File: src/hw/rtl/lek_pkg.sv
// Shared constants for the line editor with erase and kill characters.
// No dependencies; imported by lek_line_store and line_editor_erase_kill_top.
`timescale 1ns / 1ps
`default_nettype none

package lek_pkg;

	localparam int CHAR_W         = 8;
	localparam int LINE_DEPTH_DEF = 32;
	localparam int CFG_IDX_W      = 2;

	localparam logic [CHAR_W-1:0] NEWLINE_CODE = 8'd10;
	localparam logic [CHAR_W-1:0] ERASE_RESET  = 8'd35;
	localparam logic [CHAR_W-1:0] KILL_RESET   = 8'd64;

	// configuration register indexes
	localparam logic [CFG_IDX_W-1:0] CFG_ERASE = 2'd0;
	localparam logic [CFG_IDX_W-1:0] CFG_KILL  = 2'd1;

endpackage

`default_nettype wire

File: src/hw/rtl/lek_line_store.sv
// Line buffer memory: one write port, one read port with registered data.
// Depends on lek_pkg for the character width.
`timescale 1ns / 1ps
`default_nettype none

module lek_line_store #(
	parameter int DEPTH = lek_pkg::LINE_DEPTH_DEF,
	parameter int AW    = $clog2(DEPTH)
) (
	input  wire                        clk,
	input  wire                        wr_en,
	input  wire [AW-1:0]               wr_addr,
	input  wire [lek_pkg::CHAR_W-1:0]  wr_data,
	input  wire                        rd_en,
	input  wire [AW-1:0]               rd_addr,
	output logic [lek_pkg::CHAR_W-1:0] rd_data
);
	import lek_pkg::*;

	logic [CHAR_W-1:0] mem [DEPTH];

	// write port
	always_ff @(posedge clk) begin
		if (wr_en) begin
			mem[wr_addr] <= wr_data;
		end
	end

	// read port, data held until the next read
	always_ff @(posedge clk) begin
		if (rd_en) begin
			rd_data <= mem[rd_addr];
		end
	end

endmodule

`default_nettype wire

File: src/hw/rtl/line_editor_erase_kill_top.sv
// Top level of the line editor with erase and kill characters.
// Depends on lek_pkg and lek_line_store.
//
//  channel  | dir | signals                          | payload
//  ---------+-----+----------------------------------+------------------------------
//  s_       | in  | s_tvalid s_tready s_tdata        | in_char
//  m_       | out | m_tvalid m_tready m_tdata m_tlast| out_char, end_of_line (tlast),
//           |     | m_tuser                          | overflow_seen (tuser)
//  cfg_     | in  | cfg_valid cfg_ready cfg_index    | register index, write data
//           |     | cfg_data                         |
//
// An ordinary, erase or kill character is taken one per cycle while no drain is under way.
// A newline starts a drain: stored characters are read from the line memory
// through its registered read port and leave at one per cycle while the output
// is not stalled, then the closing newline; input is held off until the closing
// newline is loaded into the output register.
// Reset clears the fill count, drop flag and output valid and loads the erase and kill
// defaults; the memory is not cleared since only written entries are ever read.
`timescale 1ns / 1ps
`default_nettype none

module line_editor_erase_kill_top #(
	parameter int LINE_DEPTH = lek_pkg::LINE_DEPTH_DEF
) (
	input  wire                          clk,
	input  wire                          arst_n,
	// input characters
	input  wire                          s_tvalid,
	output logic                         s_tready,
	input  wire [7:0]                    s_tdata,   // [7:0] in_char
	// edited line
	output logic                         m_tvalid,
	input  wire                          m_tready,
	output logic [7:0]                   m_tdata,   // [7:0] out_char
	output logic                         m_tlast,   // end_of_line
	output logic                         m_tuser,   // [0] overflow_seen
	// configuration writes
	input  wire                          cfg_valid,
	output logic                         cfg_ready,
	input  wire [lek_pkg::CFG_IDX_W-1:0] cfg_index,
	input  wire [7:0]                    cfg_data
);
	import lek_pkg::*;

	localparam int AW = $clog2(LINE_DEPTH);
	localparam int CW = $clog2(LINE_DEPTH + 1);
	localparam logic [CW-1:0] DEPTH_C = CW'(LINE_DEPTH);

	typedef enum logic [1:0] {
		ST_IDLE  = 2'b01,
		ST_DRAIN = 2'b10
	} state_t;

	state_t            state_q;
	logic [CHAR_W-1:0] erase_q;
	logic [CHAR_W-1:0] kill_q;
	logic [CW-1:0]     fill_q;
	logic              drop_q;
	logic [CW-1:0]     len_q;
	logic [CW-1:0]     rd_idx_q;
	logic              line_drop_q;
	logic              pend_s1;
	logic              out_valid_q;
	logic [CHAR_W-1:0] out_char_q;
	logic              out_last_q;
	logic              out_user_q;

	logic              in_req;
	logic              is_nl;
	logic              is_erase;
	logic              is_kill;
	logic              not_full;
	logic              wr_en;
	logic              out_free;
	logic              pend_move;
	logic              rd_en;
	logic              nl_emit;
	logic [CHAR_W-1:0] rd_data;

	// configuration port is always ready
	assign cfg_ready = 1'b1;

	always_ff @(posedge clk or negedge arst_n) begin
		if (!arst_n) begin
			erase_q <= ERASE_RESET;
			kill_q  <= KILL_RESET;
		end else if (cfg_valid) begin
			unique case (cfg_index)
				CFG_ERASE: erase_q <= cfg_data;
				CFG_KILL:  kill_q  <= cfg_data;
				default: ;
			endcase
		end
	end

	// input decode: newline first, then erase, kill, append
	assign s_tready = (state_q == ST_IDLE);
	assign in_req   = s_tvalid && s_tready;
	assign is_nl    = (s_tdata == NEWLINE_CODE);
	assign is_erase = (s_tdata == erase_q);
	assign is_kill  = (s_tdata == kill_q);
	assign not_full = (fill_q < DEPTH_C);
	assign wr_en    = in_req && !is_nl && !is_erase && !is_kill && not_full;

	// drain control
	assign out_free  = !out_valid_q || m_tready;
	assign pend_move = pend_s1 && out_free;
	assign rd_en     = (state_q == ST_DRAIN) && (rd_idx_q < len_q) && (!pend_s1 || pend_move);
	assign nl_emit   = (state_q == ST_DRAIN) && (rd_idx_q == len_q) && !pend_s1 && out_free;

	lek_line_store #(
		.DEPTH (LINE_DEPTH),
		.AW    (AW)
	) u_store (
		.clk     (clk),
		.wr_en   (wr_en),
		.wr_addr (fill_q[AW-1:0]),
		.wr_data (s_tdata),
		.rd_en   (rd_en),
		.rd_addr (rd_idx_q[AW-1:0]),
		.rd_data (rd_data)
	);

	// line state and sequencer
	always_ff @(posedge clk or negedge arst_n) begin
		if (!arst_n) begin
			state_q     <= ST_IDLE;
			fill_q      <= '0;
			drop_q      <= 1'b0;
			len_q       <= '0;
			rd_idx_q    <= '0;
			line_drop_q <= 1'b0;
			pend_s1     <= 1'b0;
		end else begin
			unique case (state_q)
				ST_IDLE: begin
					if (in_req) begin
						if (is_nl) begin
							len_q       <= fill_q;
							line_drop_q <= drop_q;
							rd_idx_q    <= '0;
							fill_q      <= '0;
							drop_q      <= 1'b0;
							state_q     <= ST_DRAIN;
						end else if (is_erase) begin
							if (fill_q != '0) begin
								fill_q <= fill_q - 1'b1;
							end
						end else if (is_kill) begin
							fill_q <= '0;
						end else if (not_full) begin
							fill_q <= fill_q + 1'b1;
						end else begin
							drop_q <= 1'b1;
						end
					end
				end
				ST_DRAIN: begin
					if (rd_en) begin
						rd_idx_q <= rd_idx_q + 1'b1;
					end
					if (nl_emit) begin
						state_q <= ST_IDLE;
					end
				end
				default: state_q <= ST_IDLE;
			endcase
			// read data pending in the memory output register
			if (rd_en) begin
				pend_s1 <= 1'b1;
			end else if (pend_move) begin
				pend_s1 <= 1'b0;
			end
		end
	end

	// output register
	always_ff @(posedge clk or negedge arst_n) begin
		if (!arst_n) begin
			out_valid_q <= 1'b0;
		end else if (pend_move || nl_emit) begin
			out_valid_q <= 1'b1;
		end else if (m_tready) begin
			out_valid_q <= 1'b0;
		end
	end

	always_ff @(posedge clk) begin
		if (pend_move) begin
			out_char_q <= rd_data;
			out_last_q <= 1'b0;
			out_user_q <= line_drop_q;
		end else if (nl_emit) begin
			out_char_q <= NEWLINE_CODE;
			out_last_q <= 1'b1;
			out_user_q <= line_drop_q;
		end
	end

	assign m_tvalid = out_valid_q;
	assign m_tdata  = out_char_q;
	assign m_tlast  = out_last_q;
	assign m_tuser  = out_user_q;

endmodule

`default_nettype wire
File: config.mk
export PLATFORM = sky130hd
export DESIGN_NAME = line_editor_erase_kill_top
export DESIGN_NICKNAME = d
export VERILOG_FILES = /design/src/hw/rtl/lek_pkg.sv /design/src/hw/rtl/lek_line_store.sv /design/src/hw/rtl/line_editor_erase_kill_top.sv
export SDC_FILE = /design/constraint.sdc
export NUM_CORES = 1
export LEC_CHECK = 0
export BUFFER_PORTS_ARGS = -buffer_cell sky130_fd_sc_hd__buf_4
export CAP_MARGIN = 20
export CORE_MARGIN = 5
export CORE_UTILIZATION = 56
export DETAILED_ROUTE_END_ITERATION = 7
export GPL_ROUTABILITY_DRIVEN = 0
export PLACE_DENSITY = 0.76
export SYNTH_ARGS = -nofsm -noshare
export SYNTH_HDL_FRONTEND = slang
export SYNTH_SLANG_ARGS = --single-unit
File: constraint.sdc
create_clock -name clk -period 2.5 [get_ports clk]
set_input_delay 0.5 -clock clk [delete_from_list [all_inputs] [get_ports clk]]
set_output_delay 0.5 -clock clk [all_outputs]
set_load 0.02 [all_outputs]
* Yosys cells after proc, flatten, opt, wreduce, memory -nomap -nowiden
Memories as Yosys holds them, arrays and structs flattened. A register that Yosys moved wholly into a read port is not among the register bits.
Cells that the tools add are included.
** Storage, ports and cells
- Register bits :: 50
- RAM bits :: 256
- Input port bits :: 23
- Output and inout bits :: 13
- Word-level logic and storage cells :: 94
- Memories :: 1
** Cells by class
- Add/sub/neg operators :: 3
- Order comparisons :: 2
- Equality and inequality tests :: 15
- Muxes and demuxes :: 27
- Reductions and logical operators :: 33
** Memory list
- u_store.mem :: depth 32, bits a word 8, rd ports 1, clocked after memory_dff 1, write ports 1, line lek_line_store.sv:20 : logic [CHAR_W-1:0] mem [DEPTH];
** Operator list (number)
- $mux W6 :: 8
- $eq A8 B8 Y1 :: 2
- $mux W8 :: 2
- $add A6 B1 Y6 const B :: 2
- $mux W1 :: 12
- $pmux W6 S2 :: 1
- $logic_and A1 B1 Y1 :: 11
- $ne A2 B2 Y1 const B :: 5
- $eq A8 B4 Y1 const B :: 1
- $reduce_and A4 Y1 :: 2
- $reduce_bool A2 Y1 :: 4
- $eq A6 B6 Y1 :: 1
- $lt A6 B6 Y1 :: 1
- $lt A6 B6 Y1 const B :: 1
- $mux W2 :: 3
- $reduce_and A3 Y1 :: 2
- $reduce_bool A6 Y1 :: 1
- $sub A6 B1 Y6 const B :: 1
- $logic_not A1 Y1 :: 5
- $reduce_and A5 Y1 :: 1
- $eq A2 B1 Y1 const B :: 2
- $ne A2 B1 Y1 const B :: 2
- $pmux W2 S2 :: 1
- $reduce_and A2 Y1 :: 2
- 5 further kinds :: 7

* Longest topological paths before layout
Gate-level depths: netlist of run 1.
- Depth after elaboration :: 8
- Depth in mapped cells :: 11
- Mapped depth without buffers :: 8

* Modules after synthesis
From an unflattened synthesis of run 1, not the netlist that was laid out.
** Unflattened totals
- Cell total of the unflattened synthesis :: 670
- Area, all modules :: 12786.0 µm²
** By module, submodules not included
- lek_line_store :: times used 1, cells each 417, area each 10133.5 µm², sequential area each 7927.6 µm²
- line_editor_erase_kill_top :: times used 1, cells each 253, area each 2652.5 µm², sequential area each 1297.5 µm²

* Least setup slack after synthesis of run 1
Ideal clock, no wire load.
- Path type :: register to register
- From :: reg state_q[0]
- To :: mem u_store.mem[11][0], enable pin
- Library setup time :: 370 ps
- Arrival time :: 2417 ps
- Required time :: 2130 ps
- Path slack :: -287 ps
- Cell stages (with the launch flop) :: 7
- Buffers on the path :: 0
- Clock period less this slack :: 2787 ps
- Path through :: dfstp_2 -> nor2b_1 -> and2_1 -> nand2b_1 -> nor4b_1 -> nand2_1 -> nor2_1
** On the way
- Longest elaborated chain between the ends :: 8
** Ends and longest elaborated chain
- start, declared :: line line_editor_erase_kill_top.sv:54 : state_t state_q;
- start signal, assigned :: line line_editor_erase_kill_top.sv:127 : state_q <= ST_IDLE;
- start signal, assigned :: line line_editor_erase_kill_top.sv:144 : state_q <= ST_DRAIN;
- start signal, assigned :: line line_editor_erase_kill_top.sv:163 : state_q <= ST_IDLE;
- $eq A2 B1 Y1 :: line line_editor_erase_kill_top.sv:97 : assign s_tready = (state_q == ST_IDLE);
- named net s_tready :: line line_editor_erase_kill_top.sv:29 : output logic s_tready,
- $logic_and A1 B1 Y1 :: line line_editor_erase_kill_top.sv:98 : assign in_req = s_tvalid && s_tready;
- $logic_and A1 B1 Y1 (4 in a row) :: line line_editor_erase_kill_top.sv:103 : assign wr_en = in_req && !is_nl && !is_erase && !is_kill && not_full;
- $mux W1 :: line lek_line_store.sv:24 : if (wr_en) begin
- $mux W1 (not written as such) :: line lek_line_store.sv:25 : mem[wr_addr] <= wr_data;
- end, declared :: line lek_line_store.sv:20
The timed path passes the listed nets, and every way through them passes these cells.

* Worst setup path after layout of run 1
- From :: reg rd_idx_q[0]
- To :: reg u_store.rd_data[0] (netlist bit) (read register of u_store.mem) (data pin)
** On the way
- Longest elaborated chain between the ends :: 3
** Ends and longest elaborated chain
- start, declared :: line line_editor_erase_kill_top.sv:60 : logic [CW-1:0] rd_idx_q;
- start signal, assigned :: line line_editor_erase_kill_top.sv:160 : rd_idx_q <= rd_idx_q + 1'b1;
- $lt A6 B6 Y1 :: line line_editor_erase_kill_top.sv:108 : assign rd_en = (state_q == ST_DRAIN) && (rd_idx_q < len_q) && (!pend_s1 || pend_move);
- $logic_and A1 B1 Y1 (2 in a row) :: line line_editor_erase_kill_top.sv:108
- end, declared :: line lek_line_store.sv:16 : output logic [lek_pkg::CHAR_W-1:0] rd_data
Parallel ways exist; a longest one is shown, timed or not.
A chain may end at the register's enable or synchronous reset.

==> results of run 1 <==
==> sequential cells by signal, indices dropped and copies added (netlist names), 6 cells and up <==
signal / flops
len_q: 6
rd_idx_q: 6
u_store.mem: 256
u_store.rd_data: 8
m_tdata: 8
kill_q: 8
erase_q: 8
fill_q: 6
==> cells in the mapped netlist, types with 2 or more instances <==
cell / instances / area [um^2]
edfxtp_1: 273 / 8200
mux4_2: 80 / 1800
nor2_1: 38 / 143
dfrtp_1: 35 / 876
mux2_2: 24 / 270
nand2_1: 20 / 75.1
clkbuf_1: 19 / 71.3
ha_1: 12 / 150
inv_1: 12 / 45.0
o21ai_1: 12 / 60.1
and3_1: 10 / 62.6
nand3_1: 8 / 40.0
xnor2_1: 8 / 70.1
xor2_1: 8 / 70.1
a31oi_1: 5 / 31.3
dfstp_2: 5 / 131
nand2b_1: 5 / 31.3
nor3_1: 5 / 25.0
a21oi_1: 4 / 20.0
buf_2: 4 / 20.0
buf_6: 4 / 45.0
mux2_1: 4 / 45.0
nand3b_1: 4 / 30.0
nand4_1: 4 / 25.0
nor2b_1: 4 / 25.0
or3_1: 4 / 25.0
a211o_1: 3 / 26.3
a311oi_1: 3 / 26.3
and2_1: 3 / 18.8
mux2_4: 3 / 45.0
nor4_1: 3 / 18.8
a21o_1: 2 / 15.0
inv_2: 2 / 7.51
nor3b_1: 2 / 15.0
nor4_2: 2 / 25.0
==> power by group through the flow <==
| stage | Combinational (mW) | Clock [mW] | Sequential, mW |
|---|---|---|---|
| final | 0.292 | 4.81 | 5.79 |
| after global routing | 0.318 | 5.08 | 5.79 |
| after CTS | 0.295 | 4.87 | 5.79 |
| after detailed placement | 0.293 | 0 | 5.90 |
| after global placement | 0.278 | 0 | 5.90 |
| after floorplan | 0.122 | 0 | 5.89 |
==> metal layers <==
layer | part of all wire (%) | up-vias | GRT usage, %
met5 | 0.047 | - | 0
li1 | - | 2872 | -
met2 | 51 | 293 | 37.5
met4 | 3.0 | 2 | 6.67
met1 | 39 | 3426 | 29.3
met3 | 6.7 | 57 | 4.11
==> worst max-delay path by stage <==
| stage | start | endpoint | slack (ns) |
|---|---|---|---|
| 2_1_floorplan | state_q[0]$_DFFE_PN1P_ | u_store.mem[30][0]$_DFFE_PP_ | 0.0003 |
| 3_3_place_gp | s_tdata[2] | u_store.mem[24][4]$_DFFE_PP_ | -0.01 |
| 3_5_place_dp | s_tdata[2] | u_store.mem[24][5]$_DFFE_PP_ | -0.02 |
| 4_1_cts | rd_idx_q[0]$_DFFE_PN0P_ | u_store.rd_data[4]$_DFFE_PP_ | 0.09 |
| 5_1_grt | state_q[0]$_DFFE_PN1P_ | u_store.mem[13][6]$_DFFE_PP_ | 0.04 |
| 6_report | rd_idx_q[0]$_DFFE_PN0P_ | u_store.rd_data[0]$_DFFE_PP_ | 0.09 |
==> stage by stage <==
step                hold slack [ns]  utilization, %  TNS, ns
CTS                           0.172            67.5        0
global route                  0.175            67.5        0
floorplan                     0.204               -        0
finish                        0.187            67.5        0
detailed placement            0.474            62.8   -0.178
global placement              0.453            62.8   -0.149
==> critical path, cell delays in order (launching register included) <==
cell and delay, ns:
dfrtp_4 0.51, buf_12 0.21, mux4_2 0.58, mux4_2 0.53, mux2_2 0.30
==> kinds of logic (layout without fill, tap and decap cells) <==
| group | count (synthesis) | in the layout | synth area share (%) |
|---|---|---|---|
| and+or+nand+nor | 123 | 123 | 5.21 |
| DFF | 314 | 314 | 72.0 |
| buffers and inverters | 42 | 177 | 1.53 |
| muxes | 112 | 112 | 17.0 |
| adders and majority gates | 12 | 12 | 1.17 |
| AOI/OAI and AO/OA | 36 | 36 | 2.00 |
| xor gates and xnor gates | 16 | 16 | 1.09 |
| other | 1 | 1 | 0.0293 |
==> cell usage in the layout, fill, tap and decap left out, types with 3 or more instances in the layout <==
cell type	count
mux2_2	24
clkinv_1	4
inv_1	12
mux2_4	3
edfxtp_1	273
ha_1	12
nor2_4	8
nor2_1	7
nand4_1	4
or3_1	4
buf_4	89
bufinv_16	6
xor2_1	8
nand2_1	19
a311oi_1	3
nand2b_1	5
mux2_1	4
dfrtp_1	33
mux4_2	80
nor2b_1	3
a21oi_1	4
nand3_1	8
buf_12	17
clkinv_2	7
nor3_1	5
nor2_2	23
xnor2_1	8
and3_1	10
clkbuf_16	31
a211o_1	3
o21ai_1	12
a31oi_1	5
nor4_1	3
clkinv_4	4
nand3b_1	4
dfstp_2	5
==> final cells by class <==
type	instances	area, um^2
clock buffer	33	783
clock inverter	23	282
sequential	314	9230
inverter	14	52.6
fill	1393	7330
timing repair buffer	107	1020
tap	285	357
multi-input combinational	300	3520
==> insert_results.sql, run 1 <==
INSERT INTO impl_metrics (metric_group, metric, value, unit) VALUES
('status', 'result_of_the_run', 'finished, final reports clean', ''),
('placement', 'dp.final_hpwl', '18700', 'um'),
('min_path', 'classification_of_the_worst_slack_hold_path', 'in2reg', ''),
('power', 'power.net_switching', '2.13', 'mW'),
('route', 'postRouteWirelength', '27800', 'um'),
('placement', 'post_dp_cell_area', '14200', 'um^2'),
('global_route', 'grt_antenna_before_repair', '1', ''),
('critical_path', 'timing.critical_path.fanout_max', '17', ''),
('route', 'wl_per_cell', '25.9', 'um'),
('power', 'pwr_density_cell', '714', 'nW/um^2'),
('power', 'static-leakage-power', '5.16', 'nW'),
('timing', 'hold_viol_final', '0', ''),
('min_path', 'hold_path.startpoint', 'cfg_data[7]', ''),
('yosys', 'synth-main-ff-cell', 'edfxtp_1', ''),
('job', 'max_cap_viol_count', '0', ''),
('route', 'via_count', '6650', ''),
('route', 'vias_per_cell', '6.18', ''),
('power', 'p_comb_share', '2.7', '%'),
('timing', 'timing.clock.skew', '0.00931', 'ns'),
('yosys', 'synth_nets', '691', ''),
('route', 'length_of_the_first_detailed_routing_pass_in_iterations', '5', ''),
('yosys', 'post_synth_instance_area', '12800', 'um^2'),
('clocking', 'post_cts_resized', '0', ''),
('critical_path', 'critical_path.startpoint_type', 'register', ''),
('clocking', 'post-cts-setup-buffers', '0', ''),
('timing', 'rsz0062_at_grt', 'false', ''),
('min_path', 'whs_path_depth', '2', ''),
('clocking', 'cts-htree-levels', '1', ''),
('power', 'peakVddDrop', '0.000742', 'V'),
('global_route', 'grt.overflow.total', '0', ''),
('power', 'post_layout_total_power', '10.9', 'mW'),
('clocking', 'ctsRootBufferMaster', 'clkbuf_16', ''),
('placement', 'numPlacedInstances', '1019', ''),
('timing', 'layout_min_cycle_time', '2.41', 'ns'),
('layout', 'final-instance-count-excl-fill', '1076', ''),
('global_route', 'groute.usage.overall', '22.0', '%'),
('route', 'drc', '0', ''),
('clocking', 'clk_pin_slew_worst_paths', '0.06', 'ns'),
('global_route', 'grt_pass1_vias', '6956', ''),
('yosys', 'total_of_flip_flops_plus_latches_after_synthesis', '314', ''),
('yosys', 'synth_enable_flop_cells', '273', ''),
('timing', 'setup_slack', '0.0904', 'ns'),
('yosys', 'yosys_warnings', '0', ''),
('timing', 'final-setup-viol-count', '0', ''),
('floorplanning', 'chipHeight', '161', 'um'),
('layout', 'final_net_count', '802', ''),
('timing', 'final.period_utilization', '96.4', '%'),
('placement', 'io_buffer_count', '34', ''),
('placement', 'preCtsSetupSlack', '-0.0227', 'ns'),
('yosys', 'ys_async_sr_fraction', '12.7', '%'),
('critical_path', 'rr_worst_depth', '4', ''),
('yosys', 'synth.avg_cell_area', '19.5', 'um^2'),
('power', 'power.share.switching', '19.5', '%'),
('global_route', 'grt_first_pass_wirelength', '43000', 'um'),
('floorplanning', 'floorplan.io_pins', '36', ''),
('yosys', 'yosys.cell_types.count', '57', ''),
('power', 'seq_power_share', '53.2', '%'),
('critical_path', 'cp_data_required_time', '2.79', 'ns'),
('layout', 'syn_to_final_growth', '19.0', '%'),
('clocking', 'tritoncts', 'yes', ''),
('critical_path', 'path_class', 'reg2reg', ''),
('clocking', 'clock_latency', '0.55', 'ns'),
('route', 'antenna_violating_nets_post_route', '0', ''),
('min_path', 'timing.hold.worst_endpoint', 'kill_q[7]$_DFFE_PN0P_', ''),
('clocking', 'ctsHoldBuffers', '1', ''),
('timing', 'drv_slew', '0', ''),
('timing', 'max_freq', '0.415', 'GHz'),
('floorplanning', 'overall_die_area', '26000', 'um^2'),
('critical_path', 'worst-endpoint-arrival', '2.70', 'ns'),
('yosys', 'synth.yosys.seq_area_share', '72.0', '%'),
('critical_path', 'worst_setup_path_end_kind', 'register', '');
(Power assumes the default switching activity.)
==> run 2, diff against run 1 <==
--- a/config.mk
+++ b/config.mk
@@ -7,7 +7,7 @@
 export LEC_CHECK = 0
 export BUFFER_PORTS_ARGS = -buffer_cell sky130_fd_sc_hd__buf_4
 export CAP_MARGIN = 20
-export CORE_MARGIN = 5
+export CORE_MARGIN = 2
 export CORE_UTILIZATION = 56
 export DETAILED_ROUTE_END_ITERATION = 7
 export GPL_ROUTABILITY_DRIVEN = 0
==> constraint.sdc (replaced) <==
create_clock -name clk -period 2 [get_ports clk]
set_input_delay 0.4 -clock clk [delete_from_list [all_inputs] [get_ports clk]]
set_output_delay 0.4 -clock clk [all_outputs]
set_load 0.02 [all_outputs]
==> run 2 against run 1 <==
  * The run now ends with negative setup slack left
  * Routed wire length rose by 13%
  * Core utilization rose by 3.0 points
  * Final cell count rose by 2.0%
==> insert_results.sql, run 2 (synthesis results as in run 1) <==
INSERT INTO impl_metrics (metric_group, metric, value, unit) VALUES
('status', 'result_of_the_run', 'finished with violations', ''),
('status', 'failed_checks', 'negative setup slack', ''),
('layout', 'num_antenna_cells', '0', ''),
('timing', 'max-slew-margin-rel', '62.6', '%'),
('floorplanning', 'initial_utilization', '56.8', '%'),
('route', 'postRouteWirelength', '31300', 'um'),
('floorplanning', 'overall_die_area', '24100', 'um^2'),
('timing', 'rsz0062_at_grt', 'true', ''),
('route', 'wl_per_cell', '28.5', 'um'),
('critical_path', 'path_buf_inv', '4', ''),
('critical_path', 'critical_path.startpoint_type', 'register', ''),
('global_route', 'grt.overflow.total', '0', ''),
('layout', 'seq_area', '9230', 'um^2'),
('timing', 'pin_slew_with_the_least_headroom_to_its_limit', '0.560', 'ns'),
('timing', 'final-setup-viol-count', '276', ''),
('timing', 'final.setup.tns', '-54.09', 'ns'),
('critical_path', 'cpPeakStageDelay', '0.53', 'ns'),
('floorplanning', 'floorplan.rows', '55', ''),
('placement', 'dp.final_hpwl', '19200', 'um'),
('timing', 'timing.clock.skew', '0.0122', 'ns'),
('power', 'post_layout_total_power', '13.9', 'mW'),
('layout', 'largest_register_ff_count', '256', ''),
('route', 'drt_iter0_drc', '672', ''),
('timing', 'final.period_utilization', '120', '%'),
('layout', 'final_common_cell', 'edfxtp_1', ''),
('layout', 'filler_cell_count', '1282', ''),
('power', 'p_comb_share', '2.8', '%'),
('critical_path', 'worst_setup_path_end_kind', 'register', ''),
('layout', 'final-instance-count-excl-fill', '1098', ''),
('min_path', 'classification_of_the_worst_slack_hold_path', 'in2reg', ''),
('clocking', 'tritoncts', 'yes', ''),
('placement', 'io_buffer_count', '34', ''),
('power', 'power.share.switching', '19.9', '%'),
('power', 'internal_power', '11.1', 'mW'),
('clocking', 'clock_latency', '0.56', 'ns'),
('layout', 'final_net_count', '823', ''),
('global_route', 'grt_max_degree', '41', ''),
('power', 'power.share.clock', '45.2', '%'),
('route', 'vias_per_cell', '6.43', ''),
('critical_path', 'timing.critical_path.fanout_max', '6', ''),
('timing', 'setup_slack', '-0.395', 'ns'),
('critical_path', 'critical_path.top_delay_family', 'simple AND/OR/NAND/NOR gates', ''),
('global_route', 'grt_first_pass_wirelength', '44900', 'um'),
('clocking', 'clk_pin_slew_worst_paths', '0.06', 'ns'),
('layout', 'layout-drive-gt1-share', '45.3', '%'),
('global_route', 'grt_antenna_before_repair', '0', ''),
('layout', 'syn_to_final_growth', '24.3', '%'),
('clocking', 'max-clock-path-buffers', '3', ''),
('route', 'length_of_the_first_detailed_routing_pass_in_iterations', '4', ''),
('layout', 'layout.cells.most_common_list', 'edfxtp_1, buf_4, mux4_2', ''),
('power', 'power.net_switching', '2.77', 'mW'),
('route', 'drc', '0', ''),
('power', 'seq_power_share', '52.0', '%'),
('placement', 'numPlacedInstances', '1007', ''),
('clocking', 'cts-htree-levels', '1', ''),
('layout', 'top_register', 'u_store.mem', ''),
('layout', 'multi_input_comb_area', '3910', 'um^2'),
('floorplanning', 'placeableCoreArea', '22600', 'um^2'),
('critical_path', 'cpMaxStageDelayCell', 'dfrtp_4', ''),
('power', 'pwr_density_cell', '874', 'nW/um^2'),
('power', 'static-leakage-power', '5.38', 'nW'),
('floorplanning', 'dieWidth', '155', 'um'),
('floorplanning', 'floorplan.io_pins', '36', ''),
('global_route', 'grt_pass1_vias', '7130', ''),
('clocking', 'clock_buffer_count_from_cts', '31', ''),
('floorplanning', 'chipHeight', '155', 'um'),
('clocking', 'ctsRootBufferMaster', 'clkbuf_16', ''),
('placement', 'preCtsSetupSlack', '-0.423', 'ns'),
('route', 'via_count', '7058', ''),
('timing', 'hold_viol_final', '0', ''),
('global_route', 'groute.usage.overall', '25.5', '%'),
('timing', 'layout_min_cycle_time', '2.40', 'ns'),
('clocking', 'cts_num_sinks', '314', ''),
('timing', 'drv_slew', '0', ''),
('power', 'peakVddDrop', '0.000748', 'V'),
('timing', 'max_freq', '0.418', 'GHz'),
('critical_path', 'critical_path.cell_chain', 'buf_6 -> clkbuf_16 -> buf_6 -> inv_4 -> ha_4 -> nor2b_1 -> o21bai_1 -> o2111ai_2 -> and2_4 -> or4_4 -> nand3_2', ''),
('critical_path', 'path_class', 'reg2reg', ''),
('critical_path', 'worst-endpoint-arrival', '2.89', 'ns'),
('critical_path', 'cpMostUsedCell', 'buf_6', ''),
('critical_path', 'cp_data_required_time', '2.49', 'ns'),
('route', 'antenna_violating_nets_post_route', '0', ''),
('job', 'max_cap_viol_count', '0', '');
## run 2: power by group through the flow
stage | Combinational (mW) | Sequential, mW | Clock, mW
detailed placement | 0.372 | 7.37 | 0
floorplan | 0.154 | 7.36 | 0
CTS | 0.384 | 7.24 | 6.30
global placement | 0.355 | 7.37 | 0
global route | 0.430 | 7.24 | 6.55
finish | 0.396 | 7.24 | 6.28
## run 2: final cells by class
cell class	count	area share, %
timing repair buffer	126	7.86
tap	285	2.24
sequential	314	58.0
clock buffer	34	5.00
multi-input combinational	301	24.6
inverter	14	0.424
clock inverter	24	1.96
## run 2: worst paths after layout
path | slack (ns) | depth (start not counted) | end | start
worst max-delay path | -0.40 | 11 | rd_idx_q[4]$_DFFE_PN0P_ | rd_idx_q[0]$_DFFE_PN0P_
worst min-delay path | 0.08 | 2 | kill_q[2]$_DFFE_PN0P_ | cfg_data[2]
worst max register to register | -0.40 | 11 | rd_idx_q[4]$_DFFE_PN0P_ | rd_idx_q[0]$_DFFE_PN0P_
worst min register to register | 0.50 | 1 | len_q[3]$_DFFE_PN0P_ | len_q[3]$_DFFE_PN0P_
max in group asynchronous | 1.22 | 2 | rd_idx_q[0]$_DFFE_PN0P_ | arst_n
min in group asynchronous | 0.36 | 2 | erase_q[4]$_DFFE_PN0P_ | arst_n
## run 2: per-stage QoR
stage | utilization (%) | hold slack (ns) | area (um^2)
floorplan | - | 0.104 | 13200
global placement | 62.7 | 0.406 | 14100
detailed placement | 62.7 | 0.419 | 14100
CTS | 68.8 | 0.0740 | 15500
global route | 70.6 | 0.0723 | 15900
finish | 70.6 | 0.0804 | 15900
## run 2: routing by layer
metal	vias to the layer above	global-route usage [%]	share of wire (%)
met5	-	0	0
met4	0	7.51	2.8
met3	73	4.68	8.8
met2	428	42.3	51
met1	3641	35.2	38
li1	2916	-	-
## run 2: repair_timing
item / in CTS / in global routing
hold buffers: 1 / 0
endpoints found under the hold margin: 35 / 0
endpoints found under the setup margin: 284 / 294
setup buffers: 14 / 12
gates resized for setup: 29 / 33
pin swaps: 17 / 17
gates cloned: 0 / 6
==> run 3, diff against run 2 <==
==> constraint.sdc (replaced) <==
create_clock -name clk -period 2 [get_ports clk]
set_input_delay 0.4 -clock clk [delete_from_list [all_inputs] [get_ports clk]]
set_output_delay 0.4 -clock clk [all_outputs]
set_load 0.05 [all_outputs]
==> run 3 against run 2 <==
  * Worst setup slack better by 0.024 ns
  * Flip-flop and latch count is the same
  * The flow still finishes with violations (negative setup slack)
  * Largest cell class unchanged
  * Sequential power about the same
  * First-iteration DRC count rose by 2.4%
  * Global-route usage fell by 0.24 points
  * Clock-buffer cell count is 1 higher
==> insert_results.sql, run 3 (synthesis results as in run 1) <==
INSERT INTO impl_metrics (metric_group, metric, value, unit) VALUES
('min_path', 'hold_path.startpoint', 'cfg_data[2]', ''),
('layout', 'multi_input_comb_area', '3890', 'um^2'),
('layout', 'final_common_cell', 'edfxtp_1', ''),
('timing', 'setup_slack', '-0.371', 'ns'),
('timing', 'rsz0062_at_grt', 'true', ''),
('layout', 'finish.utilization', '69.9', '%'),
('layout', 'final-instance-count-excl-fill', '1089', ''),
('route', 'postRouteWirelength', '30100', 'um'),
('layout', 'final_net_count', '815', ''),
('route', 'wl_per_cell', '27.6', 'um'),
('clocking', 'cts_num_sinks', '314', ''),
('layout', 'seq_area', '9230', 'um^2'),
('layout', 'syn_to_final_growth', '23.2', '%'),
('global_route', 'groute.usage.overall', '25.2', '%'),
('clocking', 'max-clock-path-buffers', '3', ''),
('clocking', 'cts-htree-levels', '1', ''),
('global_route', 'grt_util_met1', '34.0', '%'),
('global_route', 'grt_max_degree', '41', ''),
('critical_path', 'capture_point_of_the_worst_reg_to_reg_path', 'u_store.rd_data[3]$_DFFE_PP_', ''),
('route', 'drc', '0', ''),
('power', 'pwr_density_cell', '875', 'nW/um^2'),
('clocking', 'tritoncts', 'yes', ''),
('global_route', 'grt_util_met3', '3.23', '%'),
('layout', 'num_antenna_cells', '0', ''),
('critical_path', 'worst-endpoint-arrival', '2.67', 'ns'),
('layout', 'layout.cells.most_common_list', 'edfxtp_1, buf_4, mux4_2', ''),
('status', 'failed_checks', 'negative setup slack', ''),
('timing', 'final.period_utilization', '119', '%'),
('critical_path', 'worst_r2r_startpoint', 'rd_idx_q[0]$_DFFE_PN0P_', ''),
('placement', 'numPlacedInstances', '1008', ''),
('critical_path', 'critical_path.startpoint_type', 'register', ''),
('critical_path', 'cp_data_required_time', '2.30', 'ns'),
('global_route', 'grt_antenna_before_repair', '0', ''),
('power', 'peakVddDrop', '0.000682', 'V'),
('power', 'static-leakage-power', '5.31', 'nW'),
('global_route', 'grt_most_used_layer', 'met2', ''),
('layout', 'top_register', 'u_store.mem', ''),
('placement', 'io_buffer_count', '34', ''),
('layout', 'filler_cell_count', '1343', ''),
('floorplanning', 'overall_die_area', '24100', 'um^2'),
('floorplanning', 'floorplan.rows', '55', ''),
('global_route', 'grt_first_pass_wirelength', '44600', 'um'),
('min_path', 'classification_of_the_worst_slack_hold_path', 'in2reg', ''),
('layout', 'layout-drive-gt1-share', '43.7', '%'),
('route', 'drt_iter0_drc', '688', ''),
('timing', 'final-setup-viol-count', '267', ''),
('power', 'post_layout_total_power', '13.8', 'mW'),
('timing', 'hold_viol_final', '0', ''),
('critical_path', 'rr_worst_depth', '5', ''),
('floorplanning', 'dieWidth', '155', 'um'),
('timing', 'drv_slew', '0', ''),
('clocking', 'clk_pin_slew_worst_paths', '0.06', 'ns'),
('clocking', 'clock_buffer_count_from_cts', '31', ''),
('critical_path', 'timing.critical_path.fanout_max', '5', ''),
('timing', 'timing.clock.skew', '0.0135', 'ns'),
('clocking', 'clock_latency', '0.55', 'ns'),
('floorplanning', 'floorplan.io_pins', '36', ''),
('min_path', 'whs_path_depth', '2', ''),
('timing', 'final.setup.tns', '-45.64', 'ns'),
('floorplanning', 'initial_utilization', '56.8', '%'),
('status', 'result_of_the_run', 'finished with violations', ''),
('route', 'length_of_the_first_detailed_routing_pass_in_iterations', '5', ''),
('timing', 'max_freq', '0.422', 'GHz'),
('global_route', 'grt.overflow.total', '0', ''),
('placement', 'dp.final_hpwl', '19100', 'um'),
('route', 'antenna_violating_nets_post_route', '0', ''),
('route', 'via_count', '6870', ''),
('job', 'max_cap_viol_count', '0', ''),
('placement', 'preCtsSetupSlack', '-0.408', 'ns'),
('layout', 'largest_register_ff_count', '256', ''),
('floorplanning', 'chipHeight', '155', 'um'),
('min_path', 'timing.hold.worst_endpoint', 'kill_q[2]$_DFFE_PN0P_', ''),
('route', 'vias_per_cell', '6.31', ''),
('clocking', 'ctsRootBufferMaster', 'clkbuf_16', ''),
('critical_path', 'regToRegSetupSlack', '-0.37', 'ns'),
('timing', 'layout_min_cycle_time', '2.37', 'ns'),
('global_route', 'grtUsageMet2', '44.3', '%'),
('critical_path', 'path_class', 'reg2reg', ''),
('global_route', 'grt_pass1_vias', '7015', ''),
('floorplanning', 'placeableCoreArea', '22600', 'um^2'),
('critical_path', 'worst_setup_path_end_kind', 'register', '');
run 3: worst max-delay path, cell delays in order, from the launching register on:
cell and delay [ns]:
dfrtp_4 0.50, buf_12 0.16, buf_12 0.14, mux4_2 0.49
mux4_2 0.55, mux2_4 0.28
run 3: repair_timing:
action | in CTS | in global routing
endpoints found under the hold margin | 35 | 0
setup endpoints to repair | 275 | 293
hold buffers | 1 | 0
buffers inserted | 17 | 4
gates resized for setup | 27 | 30
pin swaps | 23 | 20
cloned | 1 | 3
run 3: area by class of cell:
type | count | area share [%]
inverter | 14 | 0.412
tap | 285 | 2.26
multi-input combinational | 301 | 24.6
clock buffer | 35 | 5.01
clock inverter | 22 | 1.90
sequential | 314 | 58.5
timing repair buffer | 118 | 7.28
run 3: how the worst max path moves through the flow:
stage / from / end / slack (ns)
2_1_floorplan: state_q[0]$_DFFE_PN1P_ / u_store.mem[29][0]$_DFFE_PP_ / -0.46
3_3_place_gp: s_tdata[3] / u_store.mem[7][5]$_DFFE_PP_ / -0.39
3_5_place_dp: s_tdata[3] / u_store.mem[5][0]$_DFFE_PP_ / -0.41
4_1_cts: rd_idx_q[0]$_DFFE_PN0P_ / u_store.rd_data[4]$_DFFE_PP_ / -0.37
5_1_grt: rd_idx_q[0]$_DFFE_PN0P_ / u_store.rd_data[4]$_DFFE_PP_ / -0.39
6_report: rd_idx_q[0]$_DFFE_PN0P_ / u_store.rd_data[3]$_DFFE_PP_ / -0.37
run 3: metrics by stage:
stage	instance area, um^2	hold WS (ns)
global route	15800	0.0812
finish	15800	0.0943
detailed placement	14100	0.404
CTS	15600	0.0799
floorplan	13200	0.104
global placement	14100	0.390
run 3: routing by layer:
layer / vias to the layer above / wire length [um] / share of wire [%]
met5: - / 0 / 0
met4: 0 / 729 / 2.4
met3: 51 / 2020 / 6.7
met2: 342 / 15900 / 53
met1: 3565 / 11500 / 38
li1: 2912 / - / -
run 3: power breakdown:
part	total, mW	internal (mW)	switching, mW
combinational	0.394	0.169	0.225
clock	6.18	3.75	2.43
sequential	7.23	7.19	0.0457
